$ cat src/hw/rtl/rpnf_pkg.sv
// Shared types and constants for the RC pulse normalizer with failsafe.
// Used by the configuration bank, the serial divider and the top level.
`default_nettype none

package rpnf_pkg;

    localparam int PW_W    = 12;  // pulse width field, microseconds
    localparam int DB_W    = 10;  // deadband half width
    localparam int TMO_W   = 24;  // timeout limit
    localparam int DT_W    = 16;  // elapsed time per tick
    localparam int SIL_W   = 25;  // silence timer
    localparam int NORM_W  = 16;  // Q1.14 output
    localparam int Q_FRAC  = 14;  // fraction bits of the command
    localparam int CFG_IDX_W  = 3;
    localparam int CFG_DATA_W = 24;

    localparam logic [Q_FRAC:0]      Q_ONE         = 15'd16384;
    localparam logic [Q_FRAC:0]      SAFE_LIMIT    = 15'd819;
    localparam logic [PW_W+1:0]      ACCEPT_MARGIN = 14'd200;
    localparam logic [SIL_W-1:0]     SILENCE_MAX   = {SIL_W{1'b1}};

    // Register indexes
    localparam logic [CFG_IDX_W-1:0] CFG_PULSE_MIN    = 3'd0;
    localparam logic [CFG_IDX_W-1:0] CFG_PULSE_MAX    = 3'd1;
    localparam logic [CFG_IDX_W-1:0] CFG_PULSE_CENTER = 3'd2;
    localparam logic [CFG_IDX_W-1:0] CFG_DEADBAND     = 3'd3;
    localparam logic [CFG_IDX_W-1:0] CFG_TIMEOUT      = 3'd4;
    localparam logic [CFG_IDX_W-1:0] CFG_SAFE_START   = 3'd5;

    // Register reset values
    localparam logic [PW_W-1:0]  RST_PULSE_MIN    = 12'd1000;
    localparam logic [PW_W-1:0]  RST_PULSE_MAX    = 12'd2000;
    localparam logic [PW_W-1:0]  RST_PULSE_CENTER = 12'd1500;
    localparam logic [DB_W-1:0]  RST_DEADBAND     = 10'd50;
    localparam logic [TMO_W-1:0] RST_TIMEOUT      = 24'd200000;

    typedef struct packed {
        logic [PW_W-1:0]  pulse_min;
        logic [PW_W-1:0]  pulse_max;
        logic [PW_W-1:0]  pulse_center;
        logic [DB_W-1:0]  deadband;
        logic [TMO_W-1:0] timeout_limit;
        logic             safe_start_enable;
    } t_cfg;

endpackage

`default_nettype wire

$ cat src/hw/rtl/rpnf_cfg.sv
// Configuration register bank for the RC pulse normalizer.
// Depends on rpnf_pkg for register indexes, reset values and t_cfg.
`default_nettype none

module rpnf_cfg (
    input  wire logic                           i_clk,
    input  wire logic                           i_rst_n,
    input  wire logic                           i_wr,
    input  wire logic [rpnf_pkg::CFG_IDX_W-1:0]  i_idx,
    input  wire logic [rpnf_pkg::CFG_DATA_W-1:0] i_data,
    output rpnf_pkg::t_cfg                      o_cfg
);

    rpnf_pkg::t_cfg r_cfg;

    always_ff @(posedge i_clk) begin
        if (!i_rst_n) begin
            r_cfg.pulse_min         <= rpnf_pkg::RST_PULSE_MIN;
            r_cfg.pulse_max         <= rpnf_pkg::RST_PULSE_MAX;
            r_cfg.pulse_center      <= rpnf_pkg::RST_PULSE_CENTER;
            r_cfg.deadband          <= rpnf_pkg::RST_DEADBAND;
            r_cfg.timeout_limit     <= rpnf_pkg::RST_TIMEOUT;
            r_cfg.safe_start_enable <= 1'b0;
        end else if (i_wr) begin
            unique case (i_idx)
                rpnf_pkg::CFG_PULSE_MIN:    r_cfg.pulse_min    <= i_data[rpnf_pkg::PW_W-1:0];
                rpnf_pkg::CFG_PULSE_MAX:    r_cfg.pulse_max    <= i_data[rpnf_pkg::PW_W-1:0];
                rpnf_pkg::CFG_PULSE_CENTER: r_cfg.pulse_center <= i_data[rpnf_pkg::PW_W-1:0];
                rpnf_pkg::CFG_DEADBAND:     r_cfg.deadband     <= i_data[rpnf_pkg::DB_W-1:0];
                rpnf_pkg::CFG_TIMEOUT:      r_cfg.timeout_limit <= i_data[rpnf_pkg::TMO_W-1:0];
                rpnf_pkg::CFG_SAFE_START:   r_cfg.safe_start_enable <= i_data[0];
                default: ;  // drop writes to unknown indexes
            endcase
        end
    end

    assign o_cfg = r_cfg;

endmodule

`default_nettype wire

$ cat src/hw/rtl/rpnf_div.sv
// Restoring serial divider, one quotient bit per cycle, Q_FRAC bits.
// Expects numerator below divisor; quotient is num * 2^Q_FRAC / den.
// Depends on rpnf_pkg for widths.
`default_nettype none

module rpnf_div (
    input  wire logic                        i_clk,
    input  wire logic                        i_rst_n,
    input  wire logic                        i_start,
    input  wire logic [rpnf_pkg::PW_W-1:0]   i_num,
    input  wire logic [rpnf_pkg::PW_W-1:0]   i_den,
    output logic                             o_done,
    output logic [rpnf_pkg::Q_FRAC-1:0]      o_quo
);

    localparam int CNT_W = $clog2(rpnf_pkg::Q_FRAC);
    localparam logic [CNT_W-1:0] LAST = CNT_W'(rpnf_pkg::Q_FRAC - 1);

    logic                          r_busy;
    logic                          r_done;
    logic [CNT_W-1:0]              r_cnt;
    logic [rpnf_pkg::PW_W-1:0]     r_rem;
    logic [rpnf_pkg::PW_W-1:0]     r_den;
    logic [rpnf_pkg::Q_FRAC-1:0]   r_quo;

    logic [rpnf_pkg::PW_W:0]       w_sh;
    logic [rpnf_pkg::PW_W:0]       w_sub;
    logic                          w_ge;

    assign w_sh  = {r_rem, 1'b0};
    assign w_ge  = w_sh >= {1'b0, r_den};
    assign w_sub = w_sh - {1'b0, r_den};

    always_ff @(posedge i_clk) begin
        if (!i_rst_n) begin
            r_busy <= 1'b0;
            r_done <= 1'b0;
            r_cnt  <= '0;
        end else begin
            r_done <= 1'b0;
            if (i_start) begin
                r_busy <= 1'b1;
                r_cnt  <= '0;
            end else if (r_busy) begin
                r_cnt <= r_cnt + 1'b1;
                if (r_cnt == LAST) begin
                    r_busy <= 1'b0;
                    r_done <= 1'b1;
                end
            end
        end
    end

    always_ff @(posedge i_clk) begin
        if (i_start) begin
            r_rem <= i_num;
            r_den <= i_den;
            r_quo <= '0;
        end else if (r_busy) begin
            // remainder stays below the divisor, so it fits PW_W bits
            r_rem <= w_ge ? w_sub[rpnf_pkg::PW_W-1:0] : w_sh[rpnf_pkg::PW_W-1:0];
            r_quo <= {r_quo[rpnf_pkg::Q_FRAC-2:0], w_ge};
        end
    end

    assign o_done = r_done;
    assign o_quo  = r_quo;

endmodule

`default_nettype wire

$ cat src/hw/rtl/rc_pulse_normalizer_failsafe.sv
// RC pulse normalizer with deadband and failsafe: top level and sequencer.
// Depends on rpnf_pkg, rpnf_cfg and rpnf_div.
//
// One tick in, one result out. A tick is accepted only while the block is
// idle; with no division needed (signal lost, pulse inside the deadband,
// empty span or full-scale clamp) it goes from scaling straight to finish,
// else the 14-step serial divider computes the Q1.14 command. The finished
// result may wait for a free output register. The result register sits
// between the two sides, so a stalled result does not block the next tick's
// work until it is done. Configuration writes are always ready and take
// effect at once; write them only between ticks.
`default_nettype none

module rc_pulse_normalizer_failsafe (
    input  wire logic                            i_clk,
    input  wire logic                            i_rst_n,
    // input channel
    input  wire logic                            i_in_valid,
    output logic                                 o_in_stall,
    input  wire logic [rpnf_pkg::PW_W-1:0]       i_pulse_width,
    input  wire logic                            i_read_ok,
    input  wire logic                            i_signal_present,
    input  wire logic [rpnf_pkg::DT_W-1:0]       i_elapsed_us,
    // output channel
    output logic                                 o_out_valid,
    input  wire logic                            i_out_stall,
    output logic signed [rpnf_pkg::NORM_W-1:0]   o_norm_out,
    output logic                                 o_lost_flag,
    output logic                                 o_safe_flag,
    output logic [rpnf_pkg::PW_W-1:0]            o_latched_pulse,
    // configuration channel
    input  wire logic                            i_cfg_valid,
    output logic                                 o_cfg_ready,
    input  wire logic [rpnf_pkg::CFG_IDX_W-1:0]  i_cfg_index,
    input  wire logic [rpnf_pkg::CFG_DATA_W-1:0] i_cfg_data
);

    localparam int PW  = rpnf_pkg::PW_W;
    localparam int QF  = rpnf_pkg::Q_FRAC;
    localparam int SIL = rpnf_pkg::SIL_W;

    localparam logic [2:0] S_IDLE   = 3'd0;
    localparam logic [2:0] S_EVAL   = 3'd1;
    localparam logic [2:0] S_SCALE  = 3'd2;
    localparam logic [2:0] S_DIV    = 3'd3;
    localparam logic [2:0] S_FINISH = 3'd4;

    rpnf_pkg::t_cfg cfg;
    logic           w_cfg_wr;

    logic [2:0]     r_state, n_state;

    // captured tick
    logic [PW-1:0]              r_pw;
    logic                       r_ok;
    logic [rpnf_pkg::DT_W-1:0]  r_dt;

    // persistent state
    logic [PW-1:0]   r_held_pulse;
    logic [SIL-1:0]  r_silence;
    logic            r_lost;
    logic            r_unlocked;

    // per-tick work
    logic            r_held;
    logic            r_neg;
    logic [QF:0]     r_qmag;

    // result register
    logic                               r_out_valid;
    logic signed [rpnf_pkg::NORM_W-1:0] r_norm;
    logic                               r_lost_out;
    logic                               r_safe_out;
    logic [PW-1:0]                      r_latched;

    // divider
    logic            w_div_start;
    logic            w_div_done;
    logic [QF-1:0]   w_div_quo;

    // evaluation
    logic            w_in_range;
    logic [SIL:0]    w_sum;
    logic [SIL-1:0]  w_sil_sat;
    logic            w_timeout;

    // scaling
    logic [PW:0]            w_hi;
    logic signed [PW+1:0]   w_hi_s, w_lo_s, w_p_s;
    logic signed [PW+1:0]   w_diff_hi, w_span_hi, w_diff_lo, w_span_lo;
    logic signed [PW+1:0]   w_num_s, w_span_s;
    logic                   w_side_hi, w_side_lo, w_go, w_clamp;

    // finish
    logic                               w_out_free;
    logic                               w_small;
    logic signed [rpnf_pkg::NORM_W-1:0] w_q;

    assign w_cfg_wr    = i_cfg_valid && o_cfg_ready;
    assign o_cfg_ready = 1'b1;

    rpnf_cfg u_cfg (
        .i_clk  (i_clk),
        .i_rst_n(i_rst_n),
        .i_wr   (w_cfg_wr),
        .i_idx  (i_cfg_index),
        .i_data (i_cfg_data),
        .o_cfg  (cfg)
    );

    rpnf_div u_div (
        .i_clk  (i_clk),
        .i_rst_n(i_rst_n),
        .i_start(w_div_start),
        .i_num  (w_num_s[PW-1:0]),
        .i_den  (w_span_s[PW-1:0]),
        .o_done (w_div_done),
        .o_quo  (w_div_quo)
    );

    // ---- evaluation: window check and silence timer ----
    assign w_in_range = r_ok &&
        ({2'b00, r_pw} + rpnf_pkg::ACCEPT_MARGIN >= {2'b00, cfg.pulse_min}) &&
        ({2'b00, r_pw} <= {2'b00, cfg.pulse_max} + rpnf_pkg::ACCEPT_MARGIN);
    assign w_sum     = {1'b0, r_silence} + {{(SIL + 1 - rpnf_pkg::DT_W){1'b0}}, r_dt};
    assign w_sil_sat = w_sum[SIL] ? rpnf_pkg::SILENCE_MAX : w_sum[SIL-1:0];
    assign w_timeout = w_sil_sat > {{(SIL - rpnf_pkg::TMO_W){1'b0}}, cfg.timeout_limit};

    // ---- scaling: pick side, numerator and span ----
    assign w_hi      = {1'b0, cfg.pulse_center} + {{(PW + 1 - rpnf_pkg::DB_W){1'b0}}, cfg.deadband};
    assign w_hi_s    = $signed({1'b0, w_hi});
    assign w_lo_s    = $signed({2'b00, cfg.pulse_center})
                     - $signed({{(PW + 2 - rpnf_pkg::DB_W){1'b0}}, cfg.deadband});
    assign w_p_s     = $signed({2'b00, r_held_pulse});
    assign w_diff_hi = w_p_s - w_hi_s;
    assign w_span_hi = $signed({2'b00, cfg.pulse_max}) - w_hi_s;
    assign w_diff_lo = w_lo_s - w_p_s;
    assign w_span_lo = w_lo_s - $signed({2'b00, cfg.pulse_min});
    assign w_side_hi = w_diff_hi > 0;
    assign w_side_lo = w_diff_lo > 0;
    assign w_num_s   = w_side_lo ? w_diff_lo : w_diff_hi;
    assign w_span_s  = w_side_lo ? w_span_lo : w_span_hi;
    assign w_go      = r_held && (w_side_hi || w_side_lo) && (w_span_s > 0);
    // numerator at or above the span means a quotient of full scale or more
    assign w_clamp   = w_num_s >= w_span_s;
    assign w_div_start = (r_state == S_SCALE) && w_go && !w_clamp;

    // ---- finish: sign, safe start ----
    assign w_out_free = !r_out_valid || !i_out_stall;
    assign w_small    = r_qmag < rpnf_pkg::SAFE_LIMIT;
    assign w_q        = r_neg ? -$signed({1'b0, r_qmag}) : $signed({1'b0, r_qmag});

    always_comb begin
        n_state = r_state;
        unique case (r_state)
            S_IDLE:   if (i_in_valid) n_state = S_EVAL;
            S_EVAL:   n_state = S_SCALE;
            S_SCALE:  n_state = w_div_start ? S_DIV : S_FINISH;
            S_DIV:    if (w_div_done) n_state = S_FINISH;
            S_FINISH: if (w_out_free) n_state = S_IDLE;
            default:  n_state = S_IDLE;
        endcase
    end

    assign o_in_stall = (r_state != S_IDLE);

    always_ff @(posedge i_clk) begin
        if (!i_rst_n) begin
            r_state      <= S_IDLE;
            r_held_pulse <= '0;
            r_silence    <= '0;
            r_lost       <= 1'b1;
            r_unlocked   <= 1'b1;
            r_out_valid  <= 1'b0;
        end else begin
            r_state <= n_state;

            if (r_state == S_EVAL) begin
                if (w_in_range) begin
                    r_held_pulse <= r_pw;
                    r_silence    <= '0;
                    r_lost       <= 1'b0;
                end else begin
                    r_silence <= w_sil_sat;
                    if (w_timeout) r_lost <= 1'b1;
                end
            end

            if (w_cfg_wr && i_cfg_index == rpnf_pkg::CFG_SAFE_START) begin
                r_unlocked <= !i_cfg_data[0];
            end else if (r_state == S_FINISH && w_out_free && r_held && w_small) begin
                r_unlocked <= 1'b1;
            end

            if (r_state == S_FINISH && w_out_free) begin
                r_out_valid <= 1'b1;
            end else if (!i_out_stall) begin
                r_out_valid <= 1'b0;
            end
        end
    end

    // datapath registers, no reset needed
    always_ff @(posedge i_clk) begin
        if (r_state == S_IDLE && i_in_valid) begin
            r_pw <= i_pulse_width;
            r_ok <= i_read_ok && i_signal_present;
            r_dt <= i_elapsed_us;
        end

        if (r_state == S_EVAL) begin
            r_held <= w_in_range || (!w_timeout && !r_lost);
        end

        if (r_state == S_SCALE) begin
            r_neg <= w_side_lo;
            if (!w_go) begin
                r_qmag <= '0;
            end else if (w_clamp) begin
                r_qmag <= rpnf_pkg::Q_ONE;
            end
        end else if (r_state == S_DIV && w_div_done) begin
            r_qmag <= {1'b0, w_div_quo};
        end

        if (r_state == S_FINISH && w_out_free) begin
            // hold the command at zero until safe start sees near neutral
            r_norm     <= (r_unlocked || w_small) ? w_q : '0;
            r_lost_out <= r_lost;
            r_safe_out <= !r_lost && (r_unlocked || (r_held && w_small));
            r_latched  <= r_held_pulse;
        end
    end

    assign o_out_valid     = r_out_valid;
    assign o_norm_out      = r_norm;
    assign o_lost_flag     = r_lost_out;
    assign o_safe_flag     = r_safe_out;
    assign o_latched_pulse = r_latched;

endmodule

`default_nettype wire

$ cat config.mk
export PLATFORM = sky130hd
export DESIGN_NAME = rc_pulse_normalizer_failsafe
export DESIGN_NICKNAME = d
export VERILOG_FILES = /design/src/hw/rtl/rpnf_pkg.sv /design/src/hw/rtl/rpnf_cfg.sv /design/src/hw/rtl/rpnf_div.sv /design/src/hw/rtl/rc_pulse_normalizer_failsafe.sv
export SDC_FILE = /design/constraint.sdc
export NUM_CORES = 1
export LEC_CHECK = 0
export ABC_AREA = 1
export ABC_CLOCK_PERIOD_IN_PS = 8400
export BUFFER_PORTS_ARGS = -buffer_cell sky130_fd_sc_hd__buf_2
export CORE_MARGIN = 10
export CORE_UTILIZATION = 62
export CTS_CLUSTER_DIAMETER = 40
export DETAILED_ROUTE_END_ITERATION = 6
export PLACE_DENSITY = 0.81
export SLEW_MARGIN = 10
export SYNTH_ARGS = -nofsm -noshare
export SYNTH_HDL_FRONTEND = slang
export SYNTH_SLANG_ARGS = --single-unit
$ cat constraint.sdc
create_clock -name i_clk -period 8.4 [get_ports i_clk]
set_input_delay 1.68 -clock i_clk [delete_from_list [all_inputs] [get_ports i_clk]]
set_output_delay 1.68 -clock i_clk [all_outputs]
set_load 0.005 [all_outputs]
After elaboration in Yosys (flattened, before gate mapping)

Index checks and enable logic that the tools add are counted.

Bits in registers: 233
Latch bits: 0
Memory bits (writable): 0
ROM bits: 0
Input port bits: 62
Output and inout bits: 33
Logic and storage cells: 139
Memories: 0

$add $sub $neg: 12
Multipliers: 0
Div/mod/pow operators: 0
$lt $le $gt $ge: 9
Equal/unequal tests: 15
Shift operators: 0
Mux-type cells: 27
Bitwise operators: 2
Reduce and logical (&&, ||, !) cells: 46

Operators with widths:

| cell                  | number |
|---|---|
| $mux 15               | 5 |
| $mux 25               | 2 |
| $gt 14x1->1 const B   | 3 |
| $mux 12               | 3 |
| $mux 14               | 2 |
| $sub 12x13->14        | 2 |
| $sub 13x13->14        | 2 |
| $add 12x8->13 const B | 2 |
| $add 25x16->26        | 1 |
| $ge 13x12->1          | 2 |
| $gt 25x24->1          | 1 |
| $reduce_and 2->1      | 9 |
| $logic_and 1x1->1     | 16 |
| $neg 15->16           | 1 |
| $lt 15x10->1 const B  | 1 |
| $pmux 3 s5            | 1 |
| $ge 14x14->1          | 1 |
| $add 12x10->13        | 1 |
| $le 12x13->1          | 1 |
| $sub 12x10->13        | 1 |
| $eq 3x2->1 const B    | 4 |
| $mux 3                | 4 |
| $sub 12x12->12        | 1 |
| $mux 1                | 10 |
| 16 further kinds      | 35 |

Logic depth before layout (Yosys ltp)

Word-level depth: 10
Gate-level depth with buffers: 46
Depth with buffers taken out: 45

Modules after synthesis

Synthesis repeated with hierarchy kept, for this count alone.

Cell total of the unflattened synthesis: 2238
Area total of the unflattened synthesis: 16538.4 µm²

By module, submodules not included:

| module                       | times used | cells each | area an instance (µm²) | seq. area each (µm²) |
|---|---|---|---|---|
| rc_pulse_normalizer_failsafe | 1          | 1536       | 11187.0                | 3143.0 |
| rpnf_cfg                     | 1          | 384        | 2791.4                 | 1421.4 |
| rpnf_div                     | 1          | 318        | 2560.0                 | 1121.1 |

Worst setup path after synthesis

No wires, ideal clock.

Path type: reg-to-reg
Start: reg u_cfg.r_cfg (netlist bit u_cfg.o_cfg[27])
End: reg u_div.r_rem[0] (netlist bit), enable pin
Library setup time: 0.350 ns
Arrival time: 5.443 ns
Required time: 8.050 ns
Slack: 2.607 ns
Cell stages (with the launch flop): 41
Path buffers: 2
Cell sequence: dfxtp_1 > inv_1 > ha_1 > inv_1 > o31ai_1 > a21oi_1 > o21ai_0 > a21oi_1 > o21bai_1 > nand2_1 > nand2_1 > nand2_1 > nand2_1 > nand2_1 > nand2_1 > inv_1 > ha_1 > nand2_1 > [... 5 more ...] > nor2_1 > nand3_2 > nand2_4 > clkinv_1 > clkbuf_1 > nand3_1 > o21ai_0 > ha_1 > nand2_1 > inv_1 > nand2_1 > a31o_2 > nand4_1 > xnor2_1 > nor2_1 > nand4_4 > buf_4 > nand2_1

Cells in the longest elaborated chain, start to end: 9
Elaborated cells on any way between the ends: 19

RTL lines:

| what                                             | RTL line                                                                 | source |
|---|---|---|
| start, declared                                  | rpnf_cfg.sv:14                                                           | `rpnf_pkg::t_cfg r_cfg;` |
| $sub 12x10->13 *                                 | rc_pulse_normalizer_failsafe.sv:133                                      | `- $signed({{(PW + 2 - rpnf_pkg::DB_W){1'b0}}, cfg.deadband});` |
| $sub 13x13->14 *                                 | rc_pulse_normalizer_failsafe.sv:137                                      | `assign w_diff_lo = w_lo_s - w_p_s;` |
| $gt 14x1->1 *                                    | rc_pulse_normalizer_failsafe.sv:140                                      | `assign w_side_lo = w_diff_lo > 0;` |
| via w_side_lo                                    | rc_pulse_normalizer_failsafe.sv:92                                       | `logic w_side_hi, w_side_lo, w_go, w_clamp;` |
| $mux 14 or $logic_or 1x1->1 (tied branches)      | rc_pulse_normalizer_failsafe.sv:142, rc_pulse_normalizer_failsafe.sv:143 |  |
| $gt 14x1->1 or $logic_and 1x1->1 (tied branches) | rc_pulse_normalizer_failsafe.sv:143                                      | `assign w_go = r_held && (w_side_hi \|\| w_side_lo) && (w_span_s > 0);` |
| $logic_and 1x1->1                                | rc_pulse_normalizer_failsafe.sv:143                                      |  |
| $logic_and 1x1->1                                | rc_pulse_normalizer_failsafe.sv:146                                      | `assign w_div_start = (r_state == S_SCALE) && w_go && !w_clamp;` |
| $logic_and 1x1->1 *                              | rc_pulse_normalizer_failsafe.sv:146                                      |  |
| $reduce_bool 2->1 (no source line) *             | n/a                                                                      |  |
| end signal, assigned                             | rpnf_div.sv:56                                                           | `r_rem <= i_num;` |
| end signal, assigned                             | rpnf_div.sv:61                                                           | `r_rem <= w_ge ? w_sub[rpnf_pkg::PW_W-1:0] : w_sh[rpnf_pkg::PW_W-1:0];` |
| end, declared                                    | rpnf_div.sv:22                                                           | `logic [rpnf_pkg::PW_W-1:0] r_rem;` |

The timed path passes the listed nets; every way through them passes the cells marked *.
A chain may end at the register's enable or synchronous reset.

Worst setup path in the final report

Start: reg u_cfg.r_cfg (netlist bit u_cfg.o_cfg[27])
End: reg u_div.r_rem[9] (netlist bit), enable pin

Cells in the longest elaborated chain, start to end: 9
Elaborated cells on any way between the ends: 19

RTL lines:

| what                                             | RTL line |
|---|---|
| $sub 12x10->13 or $add 12x10->13 (tied branches) | rc_pulse_normalizer_failsafe.sv:133, rc_pulse_normalizer_failsafe.sv:130 |
| $sub 13x13->14 or $sub 12x13->14 (tied branches) | rc_pulse_normalizer_failsafe.sv:137, rc_pulse_normalizer_failsafe.sv:135 |
| $gt 14x1->1, on equally long branches            | rc_pulse_normalizer_failsafe.sv:140, rc_pulse_normalizer_failsafe.sv:139 |
| $mux 14 or $logic_or 1x1->1 (tied branches)      | rc_pulse_normalizer_failsafe.sv:142, rc_pulse_normalizer_failsafe.sv:143 |
| $gt 14x1->1 or $logic_and 1x1->1 (tied branches) | rc_pulse_normalizer_failsafe.sv:143 |
| $logic_and 1x1->1                                | rc_pulse_normalizer_failsafe.sv:143 |
| $logic_and 1x1->1                                | rc_pulse_normalizer_failsafe.sv:146 |
| $logic_and 1x1->1 *                              | rc_pulse_normalizer_failsafe.sv:146 |
| $reduce_bool 2->1 (no source line) *             | n/a |

Mark *: on every way between the ends. The rest lies on a longest branch, timed or not.

==> metrics.log <==
[metrics] DR DRC count: 0
[metrics] 1st-pass router iterations: 7
[metrics] static leakage power: 8.54 nW
[metrics] number of max-slew violations in the final report: 0
[metrics] # port buffers: 93
[metrics] Placeable Area: 25100 µm²
[metrics] CTS resizes: 0
[metrics] fraction of the yosys area taken by sequential cells: 35.9%
[metrics] Hold Startpoint: u_cfg.o_cfg[8]$_SDFFE_PN0P_
[metrics] nets@finish: 2405
[metrics] # H-tree levels: 2
[metrics] Total Routed Length: 42400 µm
[metrics] slew at the pin closest to its max-slew limit: 952 ps
[metrics] largest net degree at the start of global routing: 86
[metrics] post-synth top area cell: sky130_fd_sc_hd__edfxtp_1
[metrics] routed length per instance: 16.8 µm
[metrics] total track usage: 25.2%
[metrics] post-detailed-placement half-perimeter wirelength: 32900 µm
[metrics] total overflow reported by the global router: 0
[metrics] number of failing setup endpoints in the final timing report: 0
[metrics] commonest cells in the synthesized netlist: sky130_fd_sc_hd__nand2_1, sky130_fd_sc_hd__inv_1, sky130_fd_sc_hd__a21oi_1, sky130_fd_sc_hd__ha_1, sky130_fd_sc_hd__dfxtp_1
[metrics] std cell rows: 58
[metrics] Crit. End Element: flop
[metrics] number of buffers inserted for hold repair after clock tree synthesis: 0
[metrics] clock edge transition at the registers on the reported setup and hold paths: 50 ps
[metrics] post-CTS setup buffers: 0
[metrics] CTS tree: built
[metrics] final estimated routing congestion in global placement: 1.02
[metrics] path type of the worst setup path: flop to flop
[metrics] remaining antenna violation count: 0
[metrics] worst-case hold slack: 459 ps
[metrics] final critical path time including I/O delays and setup: 7400 ps
[metrics] top flip-flop cell by instance count after synthesis: sky130_fd_sc_hd__dfxtp_1
[metrics] mean number of vias per cell: 5.60
[metrics] Max stage delay on crit path: 540 ps
[metrics] number of I/O pins: 95
[metrics] type of origin of the critical path: flop
[metrics] cell area after synthesis: 15800 µm²
[metrics] die area: 32200 µm²
[metrics] run status: complete, no violations
[metrics] clock sinks: 233
[metrics] most area-consuming cells after synthesis: sky130_fd_sc_hd__edfxtp_1, sky130_fd_sc_hd__dfxtp_1, sky130_fd_sc_hd__ha_1
[metrics] via count of the first global-routing pass: 13631
[metrics] max-capacitance violation count: 0
[metrics] multi-input gate area in the final layout: 8600 µm²
[metrics] PwrDens: 280 nW/µm²
[metrics] Setup Skew: 29.1 ps
[metrics] filler instances: 2075
[metrics] y dimension of the die: 180 µm
[metrics] First DRT Iteration DRCs: 1113
[metrics] path category of the worst min-delay check: flop to flop
[metrics] maximum achievable frequency: 135 MHz
[metrics] Arr. time, crit path: 7530 ps
[metrics] Storage cell area: 5670 µm²
[metrics] number of flops mapped to enable cells by yosys: 100
[metrics] cell with the most instances after synthesis: sky130_fd_sc_hd__nand2_1
[metrics] critical path required time: 8540 ps
[metrics] Max FO, Critical Path: 27
[metrics] clock latency of the later-clocked register in the worst-skew pair: 530 ps
[metrics] final cell utilization of the core: 70.6%
[metrics] worst flop-to-flop path startpoint: u_cfg.o_cfg[27]$_SDFFE_PN0P_
[metrics] Total Neg Setup Slack: 0 ps
[metrics] Mapped Cells: 2080
[metrics] Root Driver: sky130_fd_sc_hd__clkbuf_16
[metrics] Post-Place Cell Area: 16500 µm²
[metrics] share of flip-flops with an asynchronous set or reset after synthesis: 0%
[metrics] total via count in the routed design: 14169
[metrics] diode count: 0
[metrics] crit path launch: u_cfg.o_cfg[27]$_SDFFE_PN0P_
[metrics] Layout area overhead: 12.5%
[metrics] starting density of the core: 62.8%
[metrics] critical-path cell with the highest stage delay: sky130_fd_sc_hd__nand2_1
[metrics] fraction of layout instances using a drive strength above 1: 8.78%
[metrics] Synth top area share: 19.0%
[metrics] finished layout cell area: 17700 µm²
[metrics] die boundary width: 180 µm
[metrics] largest vdd supply drop: 0.000214 V
[metrics] Clock Tree Buf Depth: 3
[metrics] Rel. slew slack: 36.3%
[metrics] library cells used by synthesis: 56
[metrics] synthesized flop and latch total: 233
[metrics] ratio of final minimum period to clock period: 88.1%
[metrics] unrepaired setup endpoints after global routing: false
[metrics] Most common cell on crit path: sky130_fd_sc_hd__nand2_1
[metrics] number of antenna violations at the first check in global routing: 0
[metrics] Yosys warning total: 0
[metrics] syn avg cell area: 7.58 µm²
[metrics] Post-Synthesis Net Count: 2313
[metrics] count of endpoints failing hold in the final timing report: 0
[metrics] global-route wire length before repair: 68500 µm
[metrics] CTS Buf Count: 36
power breakdown:
group	switching, mW	internal [mW]
Clock	0.554	0.956
Combinational	1.25	0.685
Sequential	0.118	1.41
through the flow:
stage	cells	setup slack (ps)	total power [mW]
finish	2529	1000	4.97
global route	2529	211	5.31
CTS	2529	1060	4.95
detailed placement	2464	1110	3.42
global placement	2464	1350	3.37
floorplan	2080	2610	2.92
metal layers:
layer | share of wire (%) | track usage [%] | vias to the layer above | wire length, µm
li1 | - | - | 7057 | -
met1 | 44 | 32.4 | 6527 | 18400
met2 | 47 | 42.4 | 487 | 19900
met3 | 6.2 | 3.45 | 98 | 2630
met4 | 3.3 | 9.23 | 0 | 1380
met5 | 0 | 0 | - | 0
worst paths after layout:
check	slack, ps	cells after the start	endpoint
max	1000	36	u_div.r_rem[9]$_DFFE_PP_
min	460	2	u_cfg.o_cfg[8]$_SDFFE_PN0P_
max reg2reg	1000	36	u_div.r_rem[9]$_DFFE_PP_
min reg2reg	460	2	u_cfg.o_cfg[8]$_SDFFE_PN0P_
sequential cells by signal, summed over array words and instances, names as in the netlist, 14 cells and up:
signal	cells
r_silence	25
r_qmag	15
u_cfg.o_cfg	70
u_div.o_quo	14
r_dt	16
o_norm_out	16
critical path, delay by kind of cell, from the launching register on:
kind	cells	cell delay (ps)
simple gates	19	2830
compound gates	8	1910
fa+ha+maj	3	1020
buf+inv	5	750
flops	1	330
xor+xnor	1	140
placed cells by master, fill, tap and decap left out, types with 4 or more instances in the layout:
cell type	instances
sky130_fd_sc_hd__nand3_1	110
sky130_fd_sc_hd__nand3b_1	15
sky130_fd_sc_hd__a31oi_1	19
sky130_fd_sc_hd__o211ai_1	36
sky130_fd_sc_hd__o21ai_1	4
sky130_fd_sc_hd__clkinv_2	4
sky130_fd_sc_hd__dfxtp_1	133
sky130_fd_sc_hd__o21bai_1	10
sky130_fd_sc_hd__nand4_1	19
sky130_fd_sc_hd__inv_1	336
sky130_fd_sc_hd__clkbuf_1	7
sky130_fd_sc_hd__fa_1	8
sky130_fd_sc_hd__xor2_1	66
sky130_fd_sc_hd__clkbuf_16	41
sky130_fd_sc_hd__clkinv_1	6
sky130_fd_sc_hd__a21oi_1	186
sky130_fd_sc_hd__xnor2_1	22
sky130_fd_sc_hd__nand2_1	472
sky130_fd_sc_hd__nor2_1	121
sky130_fd_sc_hd__o221ai_1	4
sky130_fd_sc_hd__o21a_1	6
sky130_fd_sc_hd__edfxtp_1	100
sky130_fd_sc_hd__ha_1	163
sky130_fd_sc_hd__nor3_1	17
sky130_fd_sc_hd__o21ai_0	123
sky130_fd_sc_hd__buf_4	9
sky130_fd_sc_hd__or2_2	13
sky130_fd_sc_hd__inv_2	5
sky130_fd_sc_hd__buf_2	93
logic make-up after synthesis:
logic type | Yosys count | synth area share, %
buffers and inverters | 394 | 9.65
DFF | 233 | 35.9
AOI/OAI and AO/OA | 410 | 14.6
and+or+nand+nor | 782 | 20.9
xor gates and xnor gates | 88 | 4.89
adders and majority gates | 171 | 13.9
muxes | 1 | 0.0635
other | 1 | 0.0238
final cells by class:
class                           instances  share of cell area (%)
Multi-Input combinational cell       1453                    48.5
Sequential cell                       233                    31.9
Inverter                              346                    7.32
Clock buffer                           48                    5.93
Timing Repair Buffer                  102                    3.00
Tap cell                              330                    2.33
Clock inverter                         17                    1.02
No activity file was read; power rests on OpenSTA's default activity.
